$ cat src/hw/rtl/cit_pkg.sv
// Channel interval timer: shared types, constants and config check.
// No dependencies; compiled first.
`default_nettype none

package cit_pkg;

  // Field widths
  localparam int unsigned IntW  = 10;  // interval registers
  localparam int unsigned TimeW = 11;  // positions and distances in a cycle
  localparam int unsigned LookW = 16;  // lookahead offset
  localparam int unsigned SumW  = 17;  // position plus lookahead

  // Register reset values
  localparam logic [IntW-1:0] CchReset   = 10'd50;
  localparam logic [IntW-1:0] SchReset   = 10'd50;
  localparam logic [IntW-1:0] GuardReset = 10'd4;

  typedef logic [1:0] cfg_idx_t;

  // Register indexes of the config port
  typedef enum logic [1:0] {
    REG_CCH   = 2'd0,
    REG_SCH   = 2'd1,
    REG_GUARD = 2'd2,
    REG_RUN   = 2'd3
  } cit_reg_e;

  // Slot-start event codes
  typedef enum logic [1:0] {
    EV_NONE  = 2'd0,
    EV_GUARD = 2'd1,
    EV_CCH   = 2'd2,
    EV_SCH   = 2'd3
  } ev_kind_e;

  typedef enum logic [1:0] {
    ST_IDLE,
    ST_DIV,
    ST_DONE
  } cit_state_e;

  // One result beat
  typedef struct packed {
    ev_kind_e          event_kind;
    logic [IntW-1:0]   event_length_ms;
    logic              guard_in_cch;
    logic              query_in_cch;
    logic              query_in_guard;
    logic [TimeW-1:0]  time_to_cch_ms;
    logic [TimeW-1:0]  time_to_sch_ms;
    logic [TimeW-1:0]  time_to_guard_ms;
    logic [TimeW-1:0]  remain_ms;
    logic              config_error;
  } cit_res_t;

  // True when the sync length divides one second (1000 ms)
  function automatic logic divides_second(input logic [TimeW-1:0] sync);
    logic ok;
    case (sync) inside
      11'd1, 11'd2, 11'd4, 11'd5, 11'd8, 11'd10, 11'd20, 11'd25, 11'd40,
      11'd50, 11'd100, 11'd125, 11'd200, 11'd250, 11'd500, 11'd1000: ok = 1'b1;
      default: ok = 1'b0;
    endcase
    return ok;
  endfunction

endpackage

`default_nettype wire

$ cat src/hw/rtl/cit_in_if.sv
// Tick channel: valid/ready handshake carrying the lookahead offset.
// No dependencies.
`default_nettype none

interface cit_in_if;
  logic        valid;
  logic        ready;
  logic [15:0] lookahead_ms;

  modport source (output valid, output lookahead_ms, input ready);
  modport sink   (input valid, input lookahead_ms, output ready);
endinterface

`default_nettype wire

$ cat src/hw/rtl/cit_out_if.sv
// Result channel: valid/ready handshake carrying one timer report.
// No dependencies.
`default_nettype none

interface cit_out_if;
  logic        valid;
  logic        ready;
  logic [1:0]  event_kind;
  logic [9:0]  event_length_ms;
  logic        guard_in_cch;
  logic        query_in_cch;
  logic        query_in_guard;
  logic [10:0] time_to_cch_ms;
  logic [10:0] time_to_sch_ms;
  logic [10:0] time_to_guard_ms;
  logic [10:0] remain_ms;
  logic        config_error;

  modport source (
    output valid, event_kind, event_length_ms, guard_in_cch, query_in_cch,
    output query_in_guard, time_to_cch_ms, time_to_sch_ms, time_to_guard_ms,
    output remain_ms, config_error,
    input  ready
  );
  modport sink (
    input  valid, event_kind, event_length_ms, guard_in_cch, query_in_cch,
    input  query_in_guard, time_to_cch_ms, time_to_sch_ms, time_to_guard_ms,
    input  remain_ms, config_error,
    output ready
  );
endinterface

`default_nettype wire

$ cat src/hw/rtl/cit_mod_unit.sv
// Bit-serial remainder unit: dividend mod divisor, one dividend bit per cycle.
// Depends on cit_pkg.
`default_nettype none

module cit_mod_unit (
  input  wire logic                      clk_i,
  input  wire logic                      rst_ni,
  input  wire logic                      start_i,
  input  wire logic [cit_pkg::SumW-1:0]  dividend_i,
  input  wire logic [cit_pkg::TimeW-1:0] divisor_i,
  output logic                           done_o,
  output logic [cit_pkg::TimeW-1:0]      rem_o
);
  import cit_pkg::*;

  localparam int unsigned CntW = $clog2(SumW + 1);

  logic [SumW-1:0]  shift_q, shift_d;
  logic [TimeW-1:0] rem_q, rem_d;
  logic [CntW-1:0]  cnt_q, cnt_d;
  logic             busy_q, busy_d;
  logic             done_q, done_d;
  logic [TimeW:0]   trial;
  logic [TimeW:0]   diff;

  // One restoring step: bring in the next dividend bit, subtract if it fits
  assign trial = {rem_q, shift_q[SumW-1]};
  assign diff  = trial - {1'b0, divisor_i};

  always_comb begin
    shift_d = shift_q;
    rem_d   = rem_q;
    cnt_d   = cnt_q;
    busy_d  = busy_q;
    done_d  = 1'b0;
    if (start_i) begin
      shift_d = dividend_i;
      rem_d   = '0;
      cnt_d   = CntW'(SumW);
      busy_d  = 1'b1;
    end else if (busy_q) begin
      shift_d = {shift_q[SumW-2:0], 1'b0};
      rem_d   = (trial >= {1'b0, divisor_i}) ? diff[TimeW-1:0] : trial[TimeW-1:0];
      cnt_d   = cnt_q - 1'b1;
      if (cnt_q == CntW'(1)) begin
        busy_d = 1'b0;
        done_d = 1'b1;
      end
    end
  end

  // Control state
  always_ff @(posedge clk_i or negedge rst_ni) begin
    if (!rst_ni) begin
      busy_q <= 1'b0;
      done_q <= 1'b0;
      cnt_q  <= '0;
    end else begin
      busy_q <= busy_d;
      done_q <= done_d;
      cnt_q  <= cnt_d;
    end
  end

  // Datapath
  always_ff @(posedge clk_i) begin
    shift_q <= shift_d;
    rem_q   <= rem_d;
  end

  assign done_o = done_q;
  assign rem_o  = rem_q;

endmodule

`default_nettype wire

$ cat src/hw/rtl/channel_interval_timer.sv
// Channel interval timer top level: config registers, cycle position,
// query evaluation and result register. Depends on cit_pkg, cit_in_if,
// cit_out_if and cit_mod_unit.
//
//  channel   dir  payload                         beat
//  in_i      in   lookahead_ms                    one ms tick
//  out_o     out  event and query report fields   one report per tick
//  cfg_*     in   cfg_idx_i, cfg_data_i           write, no handshake
//
// Each tick is handled in order: the remainder unit is loaded, computes the
// bit-serial remainder of (position + lookahead) by the sync length (one bit
// of the 17-bit sum per cycle), hands the remainder over, and the report is
// formed. The next tick can be accepted in the same cycle as the report
// appears. An invalid config skips the remainder and goes from accept straight
// to the report state. Reset restores the register defaults and position zero.
// A stalled result waits in the output register; the next tick may be
// accepted meanwhile.
`default_nettype none

module channel_interval_timer (
  input  wire logic              clk_i,
  input  wire logic              rst_ni,
  input  wire logic              cfg_we_i,
  input  wire cit_pkg::cfg_idx_t cfg_idx_i,
  input  wire logic [9:0]        cfg_data_i,
  cit_in_if.sink                 in_i,
  cit_out_if.source              out_o
);
  import cit_pkg::*;

  // Configuration registers
  logic [IntW-1:0]  cch_q, sch_q, guard_q;
  logic             run_q;
  logic [TimeW-1:0] sync;
  logic             cfg_ok;

  // Control and position
  cit_state_e       state_q, state_d;
  logic [TimeW-1:0] pos_q, pos_d;
  logic [TimeW-1:0] pos_eff;
  logic [TimeW-1:0] pos_inc;
  logic [LookW-1:0] look_q;
  logic             out_valid_q, out_valid_d;
  cit_res_t         res_q, res_d;

  // Remainder unit hookup
  logic             start_q;
  logic             div_start;
  logic             div_done;
  logic [SumW-1:0]  div_sum;
  logic [TimeW-1:0] q_pos;

  // Query terms
  logic [TimeW-1:0] cch_w, gi_w;
  logic             q_cch;
  logic [TimeW-1:0] q_rel;
  logic             q_guard;

  logic in_acc;
  logic out_free;

  assign sync   = {1'b0, cch_q} + {1'b0, sch_q};
  assign cfg_ok = (cch_q != '0) && (sch_q != '0) && (guard_q != '0) &&
                  divides_second(sync) && (cch_q > guard_q) && (sch_q > guard_q);

  assign cch_w = {1'b0, cch_q};
  assign gi_w  = {1'b0, guard_q};

  // A position left beyond a shortened cycle counts as zero
  assign pos_eff = (pos_q >= sync) ? '0 : pos_q;
  assign pos_inc = pos_eff + 1'b1;

  assign in_i.ready = (state_q == ST_IDLE);
  assign in_acc     = in_i.valid && in_i.ready;
  assign out_free   = !out_valid_q || out_o.ready;

  assign div_sum = {{(SumW-TimeW){1'b0}}, pos_eff} + {1'b0, look_q};

  // Remainder starts the cycle after accept, once the lookahead is latched
  assign div_start = start_q;

  cit_mod_unit u_mod (
    .clk_i      (clk_i),
    .rst_ni     (rst_ni),
    .start_i    (div_start),
    .dividend_i (div_sum),
    .divisor_i  (sync),
    .done_o     (div_done),
    .rem_o      (q_pos)
  );

  // Query classification of the remainder
  assign q_cch   = (q_pos < cch_w);
  assign q_rel   = q_cch ? q_pos : (q_pos - cch_w);
  assign q_guard = (q_rel < gi_w);

  // Report assembly
  always_comb begin
    res_d = '0;
    if (!cfg_ok) begin
      res_d.config_error = 1'b1;
    end else begin
      res_d.event_kind = EV_NONE;
      if (run_q) begin
        if (pos_eff == '0) begin
          res_d.event_kind      = EV_GUARD;
          res_d.event_length_ms = guard_q;
          res_d.guard_in_cch    = 1'b1;
        end else if (pos_eff == gi_w) begin
          res_d.event_kind      = EV_CCH;
          res_d.event_length_ms = cch_q - guard_q;
        end else if (pos_eff == cch_w) begin
          res_d.event_kind      = EV_GUARD;
          res_d.event_length_ms = guard_q;
        end else if (pos_eff == cch_w + gi_w) begin
          res_d.event_kind      = EV_SCH;
          res_d.event_length_ms = sch_q - guard_q;
        end
      end
      res_d.query_in_cch     = q_cch;
      res_d.query_in_guard   = q_guard;
      res_d.time_to_cch_ms   = q_cch ? '0 : (sync - q_pos);
      res_d.time_to_sch_ms   = q_cch ? (cch_w - q_pos) : '0;
      res_d.time_to_guard_ms = q_guard ? '0 : (q_cch ? (cch_w - q_pos) : (sync - q_pos));
      res_d.remain_ms        = sync - q_pos;
    end
  end

  // Sequencer: accept, remainder, report
  always_comb begin
    state_d     = state_q;
    pos_d       = pos_q;
    out_valid_d = out_valid_q && !out_o.ready;
    unique case (state_q)
      ST_IDLE: begin
        if (in_acc) begin
          if (cfg_ok) begin
            state_d = ST_DIV;
          end else begin
            state_d = ST_DONE;
          end
        end
      end
      ST_DIV: begin
        if (div_done) begin
          state_d = ST_DONE;
        end
      end
      ST_DONE: begin
        if (out_free) begin
          out_valid_d = 1'b1;
          state_d     = ST_IDLE;
          if (cfg_ok) begin
            if (run_q) begin
              pos_d = (pos_inc >= sync) ? '0 : pos_inc;
            end else begin
              pos_d = pos_eff;
            end
          end
        end
      end
      default: state_d = ST_IDLE;
    endcase
    if (cfg_we_i && cit_reg_e'(cfg_idx_i) == REG_RUN) begin
      pos_d = '0;
    end
  end

  // Kick the remainder unit in the cycle after accept
  always_ff @(posedge clk_i or negedge rst_ni) begin
    if (!rst_ni) begin
      start_q <= 1'b0;
    end else begin
      start_q <= in_acc && cfg_ok;
    end
  end

  // Config register writes
  always_ff @(posedge clk_i or negedge rst_ni) begin
    if (!rst_ni) begin
      cch_q   <= CchReset;
      sch_q   <= SchReset;
      guard_q <= GuardReset;
      run_q   <= 1'b0;
    end else if (cfg_we_i) begin
      unique case (cit_reg_e'(cfg_idx_i))
        REG_CCH:   cch_q   <= cfg_data_i;
        REG_SCH:   sch_q   <= cfg_data_i;
        REG_GUARD: guard_q <= cfg_data_i;
        REG_RUN:   run_q   <= cfg_data_i[0];
        default:   ;
      endcase
    end
  end

  // Control state and position
  always_ff @(posedge clk_i or negedge rst_ni) begin
    if (!rst_ni) begin
      state_q     <= ST_IDLE;
      pos_q       <= '0;
      out_valid_q <= 1'b0;
    end else begin
      state_q     <= state_d;
      pos_q       <= pos_d;
      out_valid_q <= out_valid_d;
    end
  end

  // Payload registers
  always_ff @(posedge clk_i) begin
    if (in_acc) begin
      look_q <= in_i.lookahead_ms;
    end
    if (state_q == ST_DONE && out_free) begin
      res_q <= res_d;
    end
  end

  assign out_o.valid            = out_valid_q;
  assign out_o.event_kind       = res_q.event_kind;
  assign out_o.event_length_ms  = res_q.event_length_ms;
  assign out_o.guard_in_cch     = res_q.guard_in_cch;
  assign out_o.query_in_cch     = res_q.query_in_cch;
  assign out_o.query_in_guard   = res_q.query_in_guard;
  assign out_o.time_to_cch_ms   = res_q.time_to_cch_ms;
  assign out_o.time_to_sch_ms   = res_q.time_to_sch_ms;
  assign out_o.time_to_guard_ms = res_q.time_to_guard_ms;
  assign out_o.remain_ms        = res_q.remain_ms;
  assign out_o.config_error     = res_q.config_error;

`ifndef SYNTH
  // The remainder unit only finishes while the sequencer waits for it
  a_done_in_div: assert property (@(posedge clk_i) disable iff (!rst_ni)
    div_done |-> state_q == ST_DIV)
    else $error("remainder done outside of DIV state");

  // A new result appears only out of the report state
  a_valid_from_done: assert property (@(posedge clk_i) disable iff (!rst_ni)
    $rose(out_valid_q) |-> $past(state_q == ST_DONE))
    else $error("result valid raised outside of DONE state");

  // A config error report carries no event and no query answer
  a_err_quiet: assert property (@(posedge clk_i) disable iff (!rst_ni)
    out_valid_q && res_q.config_error |->
      res_q.event_kind == EV_NONE && res_q.remain_ms == '0)
    else $error("config error report carries event or query data");
`endif

endmodule

`default_nettype wire

$ cat src/flat_wrapper.sv
// flat-port wrapper written by rule: the top's interface ports become plain ports
module channel_interval_timer_flat import cit_pkg::*;
  (clk_i, rst_ni, cfg_we_i, cfg_idx_i, cfg_data_i, in_i_valid, in_i_lookahead_ms, in_i_ready, out_o_valid, out_o_event_kind, out_o_event_length_ms, out_o_guard_in_cch, out_o_query_in_cch, out_o_query_in_guard, out_o_time_to_cch_ms, out_o_time_to_sch_ms, out_o_time_to_guard_ms, out_o_remain_ms, out_o_config_error, out_o_ready);
  cit_in_if in_i_i ();
  cit_out_if out_o_i ();
  input  wire logic clk_i;
  input  wire logic rst_ni;
  input  wire logic cfg_we_i;
  input  wire cit_pkg::cfg_idx_t cfg_idx_i;
  input  wire logic [9:0] cfg_data_i;
  input wire logic [$bits(in_i_i.valid)-1:0] in_i_valid;
  input wire logic [$bits(in_i_i.lookahead_ms)-1:0] in_i_lookahead_ms;
  output wire logic [$bits(in_i_i.ready)-1:0] in_i_ready;
  output wire logic [$bits(out_o_i.valid)-1:0] out_o_valid;
  output wire logic [$bits(out_o_i.event_kind)-1:0] out_o_event_kind;
  output wire logic [$bits(out_o_i.event_length_ms)-1:0] out_o_event_length_ms;
  output wire logic [$bits(out_o_i.guard_in_cch)-1:0] out_o_guard_in_cch;
  output wire logic [$bits(out_o_i.query_in_cch)-1:0] out_o_query_in_cch;
  output wire logic [$bits(out_o_i.query_in_guard)-1:0] out_o_query_in_guard;
  output wire logic [$bits(out_o_i.time_to_cch_ms)-1:0] out_o_time_to_cch_ms;
  output wire logic [$bits(out_o_i.time_to_sch_ms)-1:0] out_o_time_to_sch_ms;
  output wire logic [$bits(out_o_i.time_to_guard_ms)-1:0] out_o_time_to_guard_ms;
  output wire logic [$bits(out_o_i.remain_ms)-1:0] out_o_remain_ms;
  output wire logic [$bits(out_o_i.config_error)-1:0] out_o_config_error;
  input wire logic [$bits(out_o_i.ready)-1:0] out_o_ready;
  assign in_i_i.valid = in_i_valid;
  assign in_i_i.lookahead_ms = in_i_lookahead_ms;
  assign in_i_ready = in_i_i.ready;
  assign out_o_valid = out_o_i.valid;
  assign out_o_event_kind = out_o_i.event_kind;
  assign out_o_event_length_ms = out_o_i.event_length_ms;
  assign out_o_guard_in_cch = out_o_i.guard_in_cch;
  assign out_o_query_in_cch = out_o_i.query_in_cch;
  assign out_o_query_in_guard = out_o_i.query_in_guard;
  assign out_o_time_to_cch_ms = out_o_i.time_to_cch_ms;
  assign out_o_time_to_sch_ms = out_o_i.time_to_sch_ms;
  assign out_o_time_to_guard_ms = out_o_i.time_to_guard_ms;
  assign out_o_remain_ms = out_o_i.remain_ms;
  assign out_o_config_error = out_o_i.config_error;
  assign out_o_i.ready = out_o_ready;
  channel_interval_timer u_core (.clk_i(clk_i), .rst_ni(rst_ni), .cfg_we_i(cfg_we_i), .cfg_idx_i(cfg_idx_i), .cfg_data_i(cfg_data_i), .in_i(in_i_i), .out_o(out_o_i));
endmodule
$ cat config.mk
export PLATFORM = sky130hd
export DESIGN_NAME = channel_interval_timer_flat
export DESIGN_NICKNAME = d
export VERILOG_FILES = /design/src/hw/rtl/cit_pkg.sv /design/src/hw/rtl/cit_in_if.sv /design/src/hw/rtl/cit_out_if.sv /design/src/hw/rtl/cit_mod_unit.sv /design/src/hw/rtl/channel_interval_timer.sv /design/src/flat_wrapper.sv
export SDC_FILE = /design/constraint.sdc
export NUM_CORES = 1
export LEC_CHECK = 0
export BUFFER_PORTS_ARGS = -buffer_cell sky130_fd_sc_hd__buf_2
export CORE_MARGIN = 5
export CORE_UTILIZATION = 45
export DETAILED_ROUTE_END_ITERATION = 10
export SLEW_MARGIN = 0
export SYNTH_ARGS = -nofsm -noshare
export SYNTH_HDL_FRONTEND = slang
export SYNTH_SLANG_ARGS = --single-unit
$ cat constraint.sdc
create_clock -name clk_i -period 8.58 [get_ports clk_i]
set_input_delay 1.716 -clock clk_i [delete_from_list [all_inputs] [get_ports clk_i]]
set_output_delay 1.716 -clock clk_i [all_outputs]
set_load 0.005 [all_outputs]
# ---- After elaboration in Yosys (flattened, before gate mapping)
# Cells that the tools add are included.
dict set report word_totals {
  register_bits 157
  out_inout_bits 62
}
dict set report op_classes {
  n_bitwise 2
  n_addsub 11
  n_eq_ne 28
  magnitude_cmp 7
  muxes 34
  reduce_logical 35
}
# operator count
set ops {}
lappend ops {{$mux 11} 11}
lappend ops {{$mux 12} 3}
lappend ops {{$mux 17} 2}
lappend ops {{$reduce_bool 10->1} 3}
lappend ops {{$add 10x10->11} 2}
lappend ops {{$eq 11x10->1} 2}
lappend ops {{$eq 11x3->1 const B} 2}
lappend ops {{$eq 11x4->1 const B} 2}
lappend ops {{$eq 11x5->1 const B} 2}
lappend ops {{$eq 11x6->1 const B} 2}
lappend ops {{$eq 11x7->1 const B} 2}
lappend ops {{$eq 11x8->1 const B} 2}
lappend ops {{$ge 11x11->1} 2}
lappend ops {{$lt 11x10->1} 2}
lappend ops {{$sub 11x11->11} 2}
lappend ops {{$gt 10x10->1} 2}
lappend ops {{$sub 10x10->10} 2}
lappend ops {{$add 11x16->17} 1}
lappend ops {{$reduce_or 16->1} 1}
lappend ops {{$ge 12x11->1} 1}
lappend ops {{$reduce_and 2->1} 6}
lappend ops {{$add 11x1->11 const B} 1}
lappend ops {{$eq 11x1->1 const B} 1}
lappend ops {{$eq 11x10->1 const B} 1}
lappend ops {{other kinds (25)} 60}

# ---- Longest topological paths before layout
dict set report depth {
  ltp_word 11
  mapped_depth 30
}

# ---- Cells and area by module
# Synthesis repeated with hierarchy kept, for this count alone.
dict set report hier_totals {
  hier_cells 1400
  area_unflattened_um2 12942.4
}
# module seq_area_each_um2 area_each_um2 cells_each n_inst
set modules_own_cells {}
lappend modules_own_cells {channel_interval_timer 3442.1 10741.6 1189 1}
lappend modules_own_cells {cit_mod_unit 905.9 2200.9 211 1}

# ---- Worst setup path before layout
# Ideal clock, no wire load.
dict set report synth_path {
  path_type {flip-flop to flip-flop}
  from {reg u_core.cch_q[0]}
  to {reg u_core.pos_q[3]}
  arrival_ps 6368
  path_buffers 1
  slack_ps 2102
  stages_incl_launch_ff 30
  required_time_ps 8470
  cell_sequence {dfrtp_1 -> ha_1 -> fa_1 -> a211oi_2 -> o21ai_0 -> a21oi_1 -> xnor2_1 -> inv_1 -> ha_1 -> a31o_2 -> a21oi_1 -> o21ai_0 -> o311a_4 -> a21oi_4 -> buf_2 -> and2_1 -> ha_1 -> nand4_1 -> nor2_1 -> xnor2_1 -> ha_1 -> o21a_1 -> o21ai_0 -> nand2b_1 -> a41oi_1 -> o41ai_1 -> nand4bb_1 -> inv_1 -> nand2_1 -> o41ai_1}
}
dict set report synth_between {
  elab_chain_cells 11
  elab_cells_between_ends 38
}
# element line
set synth_rtl {}
lappend synth_rtl {{start: declaration} channel_interval_timer.sv:32} ;# logic [IntW-1:0] cch_q, sch_q, guard_q;
lappend synth_rtl {{start signal: assignment} channel_interval_timer.sv:181} ;# cch_q <= CchReset;
lappend synth_rtl {{start signal: assignment} channel_interval_timer.sv:187} ;# REG_CCH: cch_q <= cfg_data_i;
lappend synth_rtl {{$add 10x10->11} channel_interval_timer.sv:62} ;# assign sync = {1'b0, cch_q} + {1'b0, sch_q};
lappend synth_rtl {{$ge 11x11->1} channel_interval_timer.sv:70} ;# assign pos_eff = (pos_q >= sync) ? '0 : pos_q;
lappend synth_rtl {{$mux 11} channel_interval_timer.sv:70}
lappend synth_rtl {{$add 11x1->11} channel_interval_timer.sv:71} ;# assign pos_inc = pos_eff + 1'b1;
lappend synth_rtl {{$ge 11x11->1} channel_interval_timer.sv:155} ;# pos_d = (pos_inc >= sync) ? '0 : pos_inc;
lappend synth_rtl {{$mux 11} channel_interval_timer.sv:155}
lappend synth_rtl {{$mux 11} channel_interval_timer.sv:154} ;# if (run_q) begin
lappend synth_rtl {{$mux 11} channel_interval_timer.sv:153} ;# if (cfg_ok) begin
lappend synth_rtl {{$mux 11} channel_interval_timer.sv:150} ;# if (out_free) begin
lappend synth_rtl {{$mux 11} channel_interval_timer.sv:134} ;# unique case (state_q)
lappend synth_rtl {{$mux 11} channel_interval_timer.sv:164} ;# if (cfg_we_i && cit_reg_e'(cfg_idx_i) == REG_RUN) begin
lappend synth_rtl {{end signal: assignment} channel_interval_timer.sv:204} ;# pos_q <= pos_d;
lappend synth_rtl {{end: declaration} channel_interval_timer.sv:39} ;# logic [TimeW-1:0] pos_q, pos_d;
# Several ways; a longest one is shown, not always the timed one. The select of a mux whose other input is x is not followed.
# A chain may end at the register's enable or synchronous reset.

# ---- Final worst setup path
dict set report layout_path {
  from {reg u_core.cch_q[0]}
  to {reg u_core.pos_q[5]}
}
# Same word-level chain as after synthesis.

==> flow_summary.json <==
{
  "port_buffers": 94,
  "crit_top_cell": "ha_1",
  "maxSlewHeadroom_pct": 28.4,
  "die_area_um2": 31200,
  "numCtsBuffers": 17,
  "critical_path_required_ns": 8.92,
  "vdd_drop_max_mv": 0.185,
  "rr_startpoint": "u_core.cch_q[0]",
  "r2r-end": "u_core.pos_q[5]",
  "die_w_um": 177,
  "synth_area_um2": 12500,
  "worst_pin_slew_ns": 1.07,
  "cts_sinks": 157,
  "final_cells": 1784,
  "p_leak_nw": 5.85,
  "synth_top_area_share_pct": 22.4,
  "drv_slew": 0,
  "core_area_um2": 27600,
  "drc_errors": 0,
  "slowest_stage": "a21oi_4",
  "fin_crit_ns": 7.50,
  "path_class": "reg -> reg",
  "nets": 1555,
  "synthArstFlopShare_pct": 33.8,
  "syn2layout_area_growth_pct": 11.1,
  "ff2ff_path_depth": 28,
  "dr.first_iter.drc_count": 754,
  "cp.arrival_ns": 7.84,
  "antenna_found_initial": 0,
  "yosysSeqAreaShare_pct": 34.8,
  "crit_start": "u_core.cch_q[0]",
  "grt.total_usage_pct": 23.0,
  "clkLatencyLatePin_ns": 0.44,
  "num_vias": 10351,
  "powerDensity_nw_per_um2": 326,
  "rsz0062_at_grt": "no",
  "final_common_cell": "ha_1",
  "ys_ff_latch": 157,
  "drv_cap": 0,
  "postSynthAreaPerCell_um2": 9.43,
  "routedWlPerCell_um": 20.0,
  "ant_nets": 0,
  "synth_edf_count": 93,
  "n_antenna_cell": 0,
  "r2r_setup_slack_ns": 1.08,
  "clock_tree.buffer_depth": 2,
  "ys.flop_type": "edfxtp_1",
  "grt_pass1_vias": 10003,
  "final_util_pct": 50.2,
  "gp_congestion": 0.920,
  "yosysUniqueCellTypes": 104,
  "setup_viol": 0,
  "start_util_pct": 45.2,
  "clk_pin_slew_ns": 0.07,
  "finalClockSkew_ns": 0.00990,
  "cts_setup_buffers": 0,
  "layout_common_cells": "ha_1, inv_1, buf_2, nor2_1, edfxtp_1",
  "synthCells": 1325,
  "grt_max_degree": 63,
  "avgViaCountPerCell": 5.80,
  "yosys.area.top_type": "edfxtp_1",
  "overflow": 0,
  "cts_hold_buf": 0,
  "fin_crit_sh_pct": 87.5,
  "fmax_mhz": 133,
  "top_level_ports": 95,
  "critPathMaxStageDelay_ns": 0.49,
  "hold_viol": 0,
  "fin_tns_setup_ns": 0,
  "grt_pass1_wl_um": 56100,
  "wl_um": 35700,
  "status": "finished clean",
  "synth_area_leaders": "edfxtp_1, ha_1, dfrtp_1, xnor2_1, a21oi_1",
  "min-delay-start": "u_core.state_q[1]",
  "cp-end-kind": "flip-flop",
  "placementRows": 61,
  "critPathMaxFanout": 17,
  "hold_end": "u_core.state_q[0]",
  "ctsResizeCount": 0,
  "dp_cells": 1752,
  "startpoint_type": "flip-flop",
  "ys.warnings.count": 0,
  "final_layout_size_suffix_gt1_share_pct": 16.0,
  "syn_nets": 1487,
  "dr.pass1.iters": 5,
  "h-tree-depth": 4,
  "hpwl_um": 27100,
  "cts-root-buf": "clkbuf_16",
  "cts_tree": "built",
  "worstHoldPathCells": 1,
  "fp.dieH_um": 177,
  "hp-class": "reg -> reg",
  "n_fill_cell": 2590
}
## worst max-delay path: cells and delay by family, from the launching register on
kind / cells / cell delay [ns]
AO/OA/AOI/OAI: 12 / 2.99
flip-flops: 1 / 0.46
adder cells (fa/ha/maj): 5 / 1.50
buffers and inverters: 2 / 0.41
AND/OR/NAND/NOR: 7 / 1.60
XOR/XNOR: 2 / 0.42
## kinds of logic (layout without fill, tap and decap cells)
| family | count (synthesis) | in the layout | synth area share (%) |
|---|---|---|---|
| xor+xnor | 81 | 81 | 6.22 |
| mux | 45 | 45 | 3.98 |
| compound gates | 362 | 362 | 20.3 |
| buf+inv | 167 | 248 | 5.18 |
| fa+ha+maj | 131 | 131 | 13.6 |
| simple gates | 382 | 382 | 15.9 |
| flops | 157 | 157 | 34.8 |
## cell usage after synthesis, drive strengths merged, types with 8 or more instances
cell,instances
a211oi,31
a21boi,9
a21o,16
a21oi,86
and2,17
and3,15
clkbuf,46
dfrtp,46
dfxtp,11
edfxtp,93
fa,9
ha,120
inv,113
mux2,34
mux2i,11
nand2,84
nand2b,18
nand3,34
nand4,15
nor2,93
nor2b,18
nor3,30
nor4,11
o2111ai,8
o21a,8
o21ai,84
o21ba,12
o21bai,12
or3,8
xnor2,59
xor2,19
## how the worst max path moves through the flow
stage | to | slack (ns) | cells past startpoint
floorplan | u_core.pos_q[3] | 2.10 | 29
global placement | u_core.pos_q[5] | 1.39 | 28
detailed placement | u_core.pos_q[3] | 1.21 | 28
CTS | u_core.pos_q[5] | 1.15 | 28
global route | u_core.pos_q[5] | 0.35 | 28
finish | u_core.pos_q[5] | 1.08 | 28
## stage by stage
stage                     area, um^2  power, mW  setup WS [ns]  hold WS [ns]
final                          13900       4.52           1.08         0.477
after floorplan                12500       3.05           2.10         0.435
after global placement         13300       3.71           1.39         0.452
after detailed placement       13300       3.73           1.21         0.476
after CTS                      13900       4.52           1.15         0.482
after global routing           13900       4.88          0.347         0.498
## registers in the layout, indices dropped and copies added (netlist names), 10 cells and up
name                           flops
u_core.sch_q                      10
u_core.guard_q                    10
u_core.out_o.time_to_cch_ms       11
u_core.out_o.event_length_ms      10
u_core.out_o.time_to_guard_ms     11
u_core.out_o.remain_ms            11
u_core.u_mod.shift_q              17
u_core.cch_q                      10
u_core.pos_q                      11
u_core.look_q                     16
u_core.u_mod.rem_o                11
u_core.out_o.time_to_sch_ms       11
## metal layers
metal	routed length (um)	share of wire (%)	track usage (%)	vias to the layer above
met4	977	2.7	7.93	0
met2	16000	45	36.1	377
met3	2480	6.9	4.28	61
met5	0	0	0	-
met1	16300	46	32.1	4915
li1	-	-	-	4998
## power breakdown
part	internal, mW	switching [mW]	total, mW
clock network	0.433	0.337	0.770
logic	1.04	1.52	2.56
registers	0.998	0.195	1.19
## final cells by class
type / instances / area, um^2 / area share, %
Multi-Input combinational cell: 1001 / 7510 / 54.1
Sequential cell: 157 / 4350 / 31.3
Timing Repair Buffer: 102 / 531 / 3.82
Tap cell: 378 / 473 / 3.41
Inverter: 114 / 428 / 3.08
Clock buffer: 17 / 425 / 3.07
Clock inverter: 15 / 161 / 1.16
No activity file was read; power rests on OpenSTA's default activity.
